==> config.mk <==
export PLATFORM = sky130hd
export DESIGN_NAME = edf_deadline_day_scheduler
export DESIGN_NICKNAME = d
export VERILOG_FILES = /design/src/hw/rtl/edf_pkg.sv /design/src/hw/rtl/edf_cell.sv /design/src/hw/rtl/edf_chain.sv /design/src/hw/rtl/edf_deadline_day_scheduler.sv
export SDC_FILE = /design/constraint.sdc
export NUM_CORES = 2
export LEC_CHECK = 0
export ABC_AREA = 1
export ABC_CLOCK_PERIOD_IN_PS = 3900
export BUFFER_PORTS_ARGS = -buffer_cell sky130_fd_sc_hd__buf_4
export CAP_MARGIN = 20
export CORE_UTILIZATION = 45
export DETAILED_ROUTE_END_ITERATION = 16
export PLACE_DENSITY = 0.69
export SYNTH_ARGS = -nofsm -noshare
export SYNTH_HDL_FRONTEND = slang
export SYNTH_SLANG_ARGS = --single-unit
==> constraint.sdc <==
create_clock -name clk_i -period 3.9 [get_ports clk_i]
set_input_delay 0.39 -clock clk_i [delete_from_list [all_inputs] [get_ports clk_i]]
set_output_delay 0.39 -clock clk_i [all_outputs]
set_load 0.02 [all_outputs]
==> src/hw/rtl/edf_pkg.sv <==
// Shared types and constants for the EDF day scheduler.
// Used by edf_cell, edf_chain and edf_deadline_day_scheduler; no dependencies.
`default_nettype none

package edf_pkg;

  localparam int unsigned DAY_W      = 17;
  localparam int unsigned QDEPTH     = 64;
  localparam int unsigned CNT_W      = $clog2(QDEPTH + 1);
  localparam int unsigned OUT_CNT_W  = 7;
  localparam int unsigned TOT_W      = 17;

  typedef logic [DAY_W-1:0] day_t;
  typedef logic [CNT_W-1:0] cnt_t;

  localparam day_t                DAY_MAX       = {DAY_W{1'b1}};
  localparam day_t                FIRST_DAY_RST = day_t'(1);
  localparam logic [TOT_W-1:0]    TOTAL_MAX     = {TOT_W{1'b1}};

  localparam logic REQ_ADD  = 1'b0;
  localparam logic REQ_TICK = 1'b1;

  localparam logic STATUS_OK   = 1'b0;
  localparam logic STATUS_FULL = 1'b1;

  typedef struct packed {
    logic req_type;
    day_t end_day;
  } in_item_t;

  typedef struct packed {
    logic                 status;
    logic                 attended;
    day_t                 served_deadline;
    logic [OUT_CNT_W-1:0] dropped_count;
    logic [TOT_W-1:0]     total_attended;
    logic [OUT_CNT_W-1:0] occupancy;
  } out_item_t;

  // per-cycle command to every cell of the chain
  typedef struct packed {
    logic insert;  // sorted insert of the broadcast deadline
    logic shift;   // every cell takes its right neighbor (pop head)
  } cell_ctl_t;

endpackage

`default_nettype wire

==> src/hw/rtl/edf_cell.sv <==
// One cell of the sorted deadline chain: holds a single deadline.
// Depends on edf_pkg.
`default_nettype none

module edf_cell (
  input  wire                 clk_i,
  input  edf_pkg::cell_ctl_t  ctl_i,
  input  edf_pkg::day_t       new_i,
  input  wire                 occ_i,       // cell currently holds a deadline
  input  wire                 bef_left_i,  // new value goes at or before left cell
  input  edf_pkg::day_t       left_i,
  input  edf_pkg::day_t       right_i,
  output logic                bef_o,
  output edf_pkg::day_t       val_o
);

  edf_pkg::day_t val_q, val_d;

  // new deadline belongs here or further left
  assign bef_o = !occ_i || (new_i < val_q);
  assign val_o = val_q;

  always_comb begin
    val_d = val_q;
    if (ctl_i.insert && bef_o) begin
      val_d = bef_left_i ? left_i : new_i;
    end else if (ctl_i.shift) begin
      val_d = right_i;
    end
  end

  always_ff @(posedge clk_i) begin
    val_q <= val_d;
  end

endmodule

`default_nettype wire

==> src/hw/rtl/edf_chain.sv <==
// Row of edf_cell instances kept sorted ascending; cell 0 is the minimum.
// Depends on edf_pkg and edf_cell.
`default_nettype none

module edf_chain (
  input  wire                 clk_i,
  input  edf_pkg::cell_ctl_t  ctl_i,
  input  edf_pkg::day_t       new_i,
  input  edf_pkg::cnt_t       count_i,
  output edf_pkg::day_t       head_o
);

  edf_pkg::day_t               val [edf_pkg::QDEPTH];
  logic [edf_pkg::QDEPTH-1:0]  bef;
  logic [edf_pkg::QDEPTH-1:0]  occ;

  for (genvar i = 0; i < edf_pkg::QDEPTH; i++) begin : g_cell
    edf_pkg::day_t left_v, right_v;
    logic          bef_left;

    // occupied cells form a prefix of length count
    assign occ[i] = count_i > edf_pkg::cnt_t'(i);

    if (i == 0) begin : g_first
      assign left_v   = '0;
      assign bef_left = 1'b0;
    end else begin : g_mid
      assign left_v   = val[i-1];
      assign bef_left = bef[i-1];
    end

    if (i == edf_pkg::QDEPTH - 1) begin : g_last
      assign right_v = '0;
    end else begin : g_inner
      assign right_v = val[i+1];
    end

    edf_cell u_cell (
      .clk_i      (clk_i),
      .ctl_i      (ctl_i),
      .new_i      (new_i),
      .occ_i      (occ[i]),
      .bef_left_i (bef_left),
      .left_i     (left_v),
      .right_i    (right_v),
      .bef_o      (bef[i]),
      .val_o      (val[i])
    );
  end

  assign head_o = val[0];

endmodule

`default_nettype wire

==> src/hw/rtl/edf_deadline_day_scheduler.sv <==
// EDF day scheduler: sorted cell chain of deadlines, minimum at the head.
// Add: insert in the accept cycle, then result load once the output reg is free.
// Tick: expired heads dropped one per cycle, then serve, then result load.
// One transaction in flight; the next is accepted while a result waits in the output reg.
// Reset (async, active low): queue empty, day = 1, total = 0, no result pending.
// Depends on edf_pkg, edf_chain, edf_cell.
`default_nettype none

module edf_deadline_day_scheduler (
  input  wire                 clk_i,
  input  wire                 rst_ni,
  // configuration: first_day
  input  wire                 cfg_we_i,
  input  edf_pkg::day_t       cfg_data_i,
  // request channel
  input  wire                 in_valid_i,
  output logic                in_stall_o,
  input  edf_pkg::in_item_t   in_item_i,
  // result channel
  output logic                out_valid_o,
  input  wire                 out_stall_i,
  output edf_pkg::out_item_t  out_item_o
);

  typedef enum logic [2:0] {
    ST_IDLE = 3'b001,  // waiting for a transaction
    ST_DROP = 3'b010,  // tick: drop expired heads, then serve the head
    ST_FIN  = 3'b100   // result ready, waiting for the output register
  } state_e;

  state_e              state_q, state_d;
  edf_pkg::cnt_t       count_q, count_d;
  edf_pkg::day_t       day_q, day_d;
  logic [edf_pkg::TOT_W-1:0] total_q, total_d;
  edf_pkg::cnt_t       drop_q, drop_d;
  edf_pkg::out_item_t  pend_q, pend_d;
  edf_pkg::out_item_t  out_q, out_d;
  logic                out_valid_q, out_valid_d;

  edf_pkg::cell_ctl_t  ctl;
  edf_pkg::day_t       head;
  logic                head_vld;
  logic                head_exp;
  logic                out_free;

  edf_chain u_chain (
    .clk_i   (clk_i),
    .ctl_i   (ctl),
    .new_i   (in_item_i.end_day),
    .count_i (count_q),
    .head_o  (head)
  );

  assign head_vld = count_q != '0;
  // chain is sorted, so expired deadlines always sit at the head
  assign head_exp = head_vld && (head < day_q);
  assign out_free = !out_valid_q || !out_stall_i;

  assign in_stall_o  = state_q != ST_IDLE;
  assign out_valid_o = out_valid_q;
  assign out_item_o  = out_q;

  always_comb begin
    state_d     = state_q;
    count_d     = count_q;
    day_d       = day_q;
    total_d     = total_q;
    drop_d      = drop_q;
    pend_d      = pend_q;
    out_d       = out_q;
    out_valid_d = out_valid_q && out_stall_i;
    ctl         = '0;

    // first_day write reloads the day counter; the user must write it only while idle (not enforced here)
    if (cfg_we_i) begin
      day_d = cfg_data_i;
    end

    unique case (state_q)
      ST_IDLE: begin
        if (in_valid_i) begin
          if (in_item_i.req_type == edf_pkg::REQ_TICK) begin
            drop_d  = '0;
            state_d = ST_DROP;
          end else begin
            pend_d = '0;
            if (count_q == edf_pkg::cnt_t'(edf_pkg::QDEPTH)) begin
              pend_d.status = edf_pkg::STATUS_FULL;
            end else begin
              pend_d.status = edf_pkg::STATUS_OK;
              ctl.insert    = 1'b1;
              count_d       = count_q + edf_pkg::cnt_t'(1);
            end
            pend_d.total_attended = total_q;
            pend_d.occupancy      = edf_pkg::OUT_CNT_W'(count_d);
            state_d               = ST_FIN;
          end
        end
      end

      ST_DROP: begin
        if (head_exp) begin
          ctl.shift = 1'b1;
          count_d   = count_q - edf_pkg::cnt_t'(1);
          drop_d    = drop_q + edf_pkg::cnt_t'(1);
        end else begin
          pend_d               = '0;
          pend_d.dropped_count = edf_pkg::OUT_CNT_W'(drop_q);
          if (head_vld) begin
            // serve earliest live deadline
            ctl.shift                = 1'b1;
            count_d                  = count_q - edf_pkg::cnt_t'(1);
            pend_d.attended          = 1'b1;
            pend_d.served_deadline   = head;
            if (total_q != edf_pkg::TOTAL_MAX) begin
              total_d = total_q + edf_pkg::TOT_W'(1);
            end
          end
          pend_d.total_attended = total_d;
          pend_d.occupancy      = edf_pkg::OUT_CNT_W'(count_d);
          if (day_q != edf_pkg::DAY_MAX) begin
            day_d = day_q + edf_pkg::day_t'(1);
          end
          state_d = ST_FIN;
        end
      end

      ST_FIN: begin
        if (out_free) begin
          out_d       = pend_q;
          out_valid_d = 1'b1;
          state_d     = ST_IDLE;
        end
      end

      default: begin
        state_d = ST_IDLE;
      end
    endcase
  end

  always_ff @(posedge clk_i or negedge rst_ni) begin
    if (!rst_ni) begin
      state_q     <= ST_IDLE;
      count_q     <= '0;
      day_q       <= edf_pkg::FIRST_DAY_RST;
      total_q     <= '0;
      drop_q      <= '0;
      out_valid_q <= 1'b0;
    end else begin
      state_q     <= state_d;
      count_q     <= count_d;
      day_q       <= day_d;
      total_q     <= total_d;
      drop_q      <= drop_d;
      out_valid_q <= out_valid_d;
    end
  end

  always_ff @(posedge clk_i) begin
    pend_q <= pend_d;
    out_q  <= out_d;
  end

  // occupancy never exceeds the chain length
  a_count_bound: assert property (@(posedge clk_i) disable iff (!rst_ni)
    count_q <= edf_pkg::cnt_t'(edf_pkg::QDEPTH))
    else $error("occupancy above queue depth");

  // an accepted tick always enters the drop phase
  a_tick_drop: assert property (@(posedge clk_i) disable iff (!rst_ni)
    (state_q == ST_IDLE && in_valid_i && in_item_i.req_type == edf_pkg::REQ_TICK)
      |=> (state_q == ST_DROP))
    else $error("tick did not enter drop phase");

  // a new result only appears after the finish state
  a_out_from_fin: assert property (@(posedge clk_i) disable iff (!rst_ni)
    $rose(out_valid_q) |-> $past(state_q == ST_FIN))
    else $error("result appeared outside finish state");

  // chain never inserts and pops in the same cycle
  a_ctl_excl: assert property (@(posedge clk_i) disable iff (!rst_ni)
    !(ctl.insert && ctl.shift))
    else $error("insert and shift together");

endmodule

`default_nettype wire
==> summary.md <==
| Metric | Value |
|---|---|
| Via count | around 91000 |
| Hold Violations, Final | 0 |
| GPL Wtd Cong | ~0.95 |
| Initial antenna violation count | 7 |
| Unrepaired setup endpoints after global routing | false |
| Avg Synthesized Cell Area | 7.03 um^2 |
| Drt initial violations | 8851 |
| Rel. slew slack | 24.1% |
| Register area share after synthesis | 37.6% |
| Worst Setup End Kind | flop |
| Syn Nets | 15100 |
| CTS tree | built |
| Post-DP HPWL | 222000 um |
| Clock buffer depth | 3 |
| Leak | 58.1 nW |
| DRT Pass-1 Iters | 6 |
| Wire per inst | 17.6 um |
| Mapped Cells | 14000 |
| VDD IR max | ~0.00069 V |
| Chip width | 470 um |
| Post-cts repair resize count | 0 |
| Die area | 221000 um^2 |
| Final nets | 15200 |
| Area grow syn2layout | 10.4% |
| Pwr Density | 632 nW/um^2 |
| Clk_lat worst skew | 820 ps |
| #FFs+latches synth | 1240 |
| Detail Route Antenna Nets | 0 |
| CP Data Arrival Time | 4110 ps |
| Most frequent cells in the layout | nand2_1 (6954), inv_1 (1561), nand3_1 (1193), edfxtp_1 (1188), ha_1 (1047) |
| Slew Viols, Final | 0 |
| Number of global-route vias before repair | between 80000 and 90000 |
| CP Launch Type | flop |
| Tot GR Track Use | 26.7% |
| Top FF cell, synth | edfxtp_1 |
| Req. time, crit path | 4310 ps |
| Cts bufs inserted | around 150 |
| Crit path kind | reg2reg |
| Layout cells sized above 1 | 6.63% |
| Post-synth EDFFs | 1188 |
| H-tree lvl count | 4 |
| Final core occ | 50.1% |
| Worst min path class | in2reg |
| Commonest non-fill, non-tap cell in the layout | nand2_1 |
| Port bufs | 91 |
| CP Max Fanout | 23 |
| CTS Hold Bufs | 20 |
| Status | finished, final reports clean |
| Tightest Pin Transition | 1140 ps |
| Clk root buf | clkbuf_16 |
| Height of the chip | between 400 and 500 um |
| DRC | 0 |
| Pwr Total | approximately 0.07 W |
| Setup Buffers After CTS | 0 |
| Post-route setup TNS | 0 ps |
| Max Clock Freq | about 270 MHz |
| Io pins | 92 |
| CTS clock-pin slew for the worst setup and hold paths | 70 ps |
| Tmin final | 3700 ps |
| Fraction of registers with async set/reset | 4.19% |
| Vias per std cell | 5.32 |
| Post-Synthesis Cell Area | 98400 um^2 |
| Final period util | 94.9% |
| Initial core utilization | 45.3% |
| CTS sink count | around 1200 |
| Final wirelength | 301000 um |
| Largest net degree at the start of global routing | 56 |
| Core Rows | 171 |
| Setup Skew | between 40 and 50 ps |
| Final setup viols | 0 |
| Post-Place Cells | 16800 |
| Total of max-cap violations | 0 |
| First-pass GRT wire length | 472000 um |
| GRT overflow | 0 |
| Yosys cell types | 54 |
| Core Box Area | around 220000 um^2 |
| Final non-filler cell total | 17100 |
| Synth warn | 0 |
[registers in the layout, summed over array words and instances, names as in the netlist]
| register | flops |
|---|---|
| count_q | 7 |
| drop_q | 7 |
| state_q | 3 |
| u_chain.g_cell.u_cell.val_o | 1088 |
| total_q | 17 |
| pend_q | 50 |
| day_q | 17 |
| out_item_o | 50 |
| out_valid_o | 1 |
[through the flow]
step / setup slack, ps / hold slack (ps) / instance area, um^2
floorplan: 743 / 94.4 / 98400
global placement: 323 / 402 / 104000
detailed placement: 258 / 405 / 104000
CTS: 224 / 15.4 / 109000
global route: 3.22 / 88.7 / 109000
finish: 200 / 69.7 / 109000
[power breakdown]
part | internal (W) | switching (W)
registers | 0.0207 | 0.00348
clock network | 0.00777 | 0.00605
logic | 0.00955 | 0.0212
total | 0.0380 | 0.0307
[cell usage after synthesis, types with 83 or more instances]
cell,count,area [um^2]
ha_1,1047,13100
buf_2,146,731
nand4_1,91,569
nand2_1,6956,26100
o21ai_0,134,671
nand2_2,102,638
a21oi_1,413,2070
nand3_1,1193,5970
inv_2,83,312
nor2_1,452,1700
inv_1,1563,5870
edfxtp_1,1188,35700
clkbuf_1,257,965
[per-layer routing]
| metal | part of all wire (%) | vias to the layer above | global-route usage [%] | wire length (um) |
|---|---|---|---|---|
| met4 | 3.5 | 8 | 9.41 | 10500 |
| met1 | 42 | 42300 | 34.6 | 127000 |
| li1 | - | 44800 | - | - |
| met3 | 7.2 | 624 | 3.70 | 21700 |
| met5 | 0.022 | - | 0 | 67 |
| met2 | 47 | 3256 | 45.1 | 142000 |
[path summary, 6_finish.rpt]
check | slack (ps) | end | cells after the start | start
max | 200 | u_chain.g_cell[22].u_cell.val_o[3] | 10 | count_q[0]
min in group asynchronous | 200 | count_q[0] | 2 | rst_ni
max reg2reg | 200 | u_chain.g_cell[22].u_cell.val_o[3] | 10 | count_q[0]
max in group asynchronous | 3080 | day_q[15] | 2 | rst_ni
min reg2reg | 420 | out_item_o[34] | 0 | pend_q[34]
min | 70 | day_q[0] | 5 | cfg_we_i
[logic make-up (layout without fill, tap and decap cells)]
| kind of cell | count (synthesis) | after routing | share of synthesized area [%] |
|---|---|---|---|
| buffers and inverters | 2149 | 2401 | 8.72 |
| xor gates and xnor gates | 27 | 27 | 0.240 |
| other | 0 | 2 | 0 |
| adders and majority gates | 1047 | 1047 | 13.3 |
| AOI/OAI and AO/OA | 676 | 676 | 3.95 |
| and+or+nand+nor | 8862 | 8862 | 36.2 |
| DFF | 1240 | 1240 | 37.6 |
[layout make-up]
| type | count | area (um^2) |
|---|---|---|
| Fill cell | 21400 | 108000 |
| Antenna cell | 2 | 5.00 |
| Timing Repair Buffer | 478 | 4320 |
| Sequential cell | 1240 | 37000 |
| Clock buffer | 195 | 3990 |
| Multi-Input combinational cell | 10600 | 52900 |
| Inverter | 1655 | 6240 |
| Clock inverter | 73 | 704 |
| Tap cell | 2854 | 3570 |
[worst max-delay path, cell delays in order (launching register included)]
cell	delay [ps]
dfrtp_1	540
inv_1	100
ha_1	260
inv_1	80
nor2_2	60
nand4_1	260
nand3_1	270
inv_6	410
buf_12	350
nand2_2	280
nand2_1	610
(Power assumes the default switching activity.)
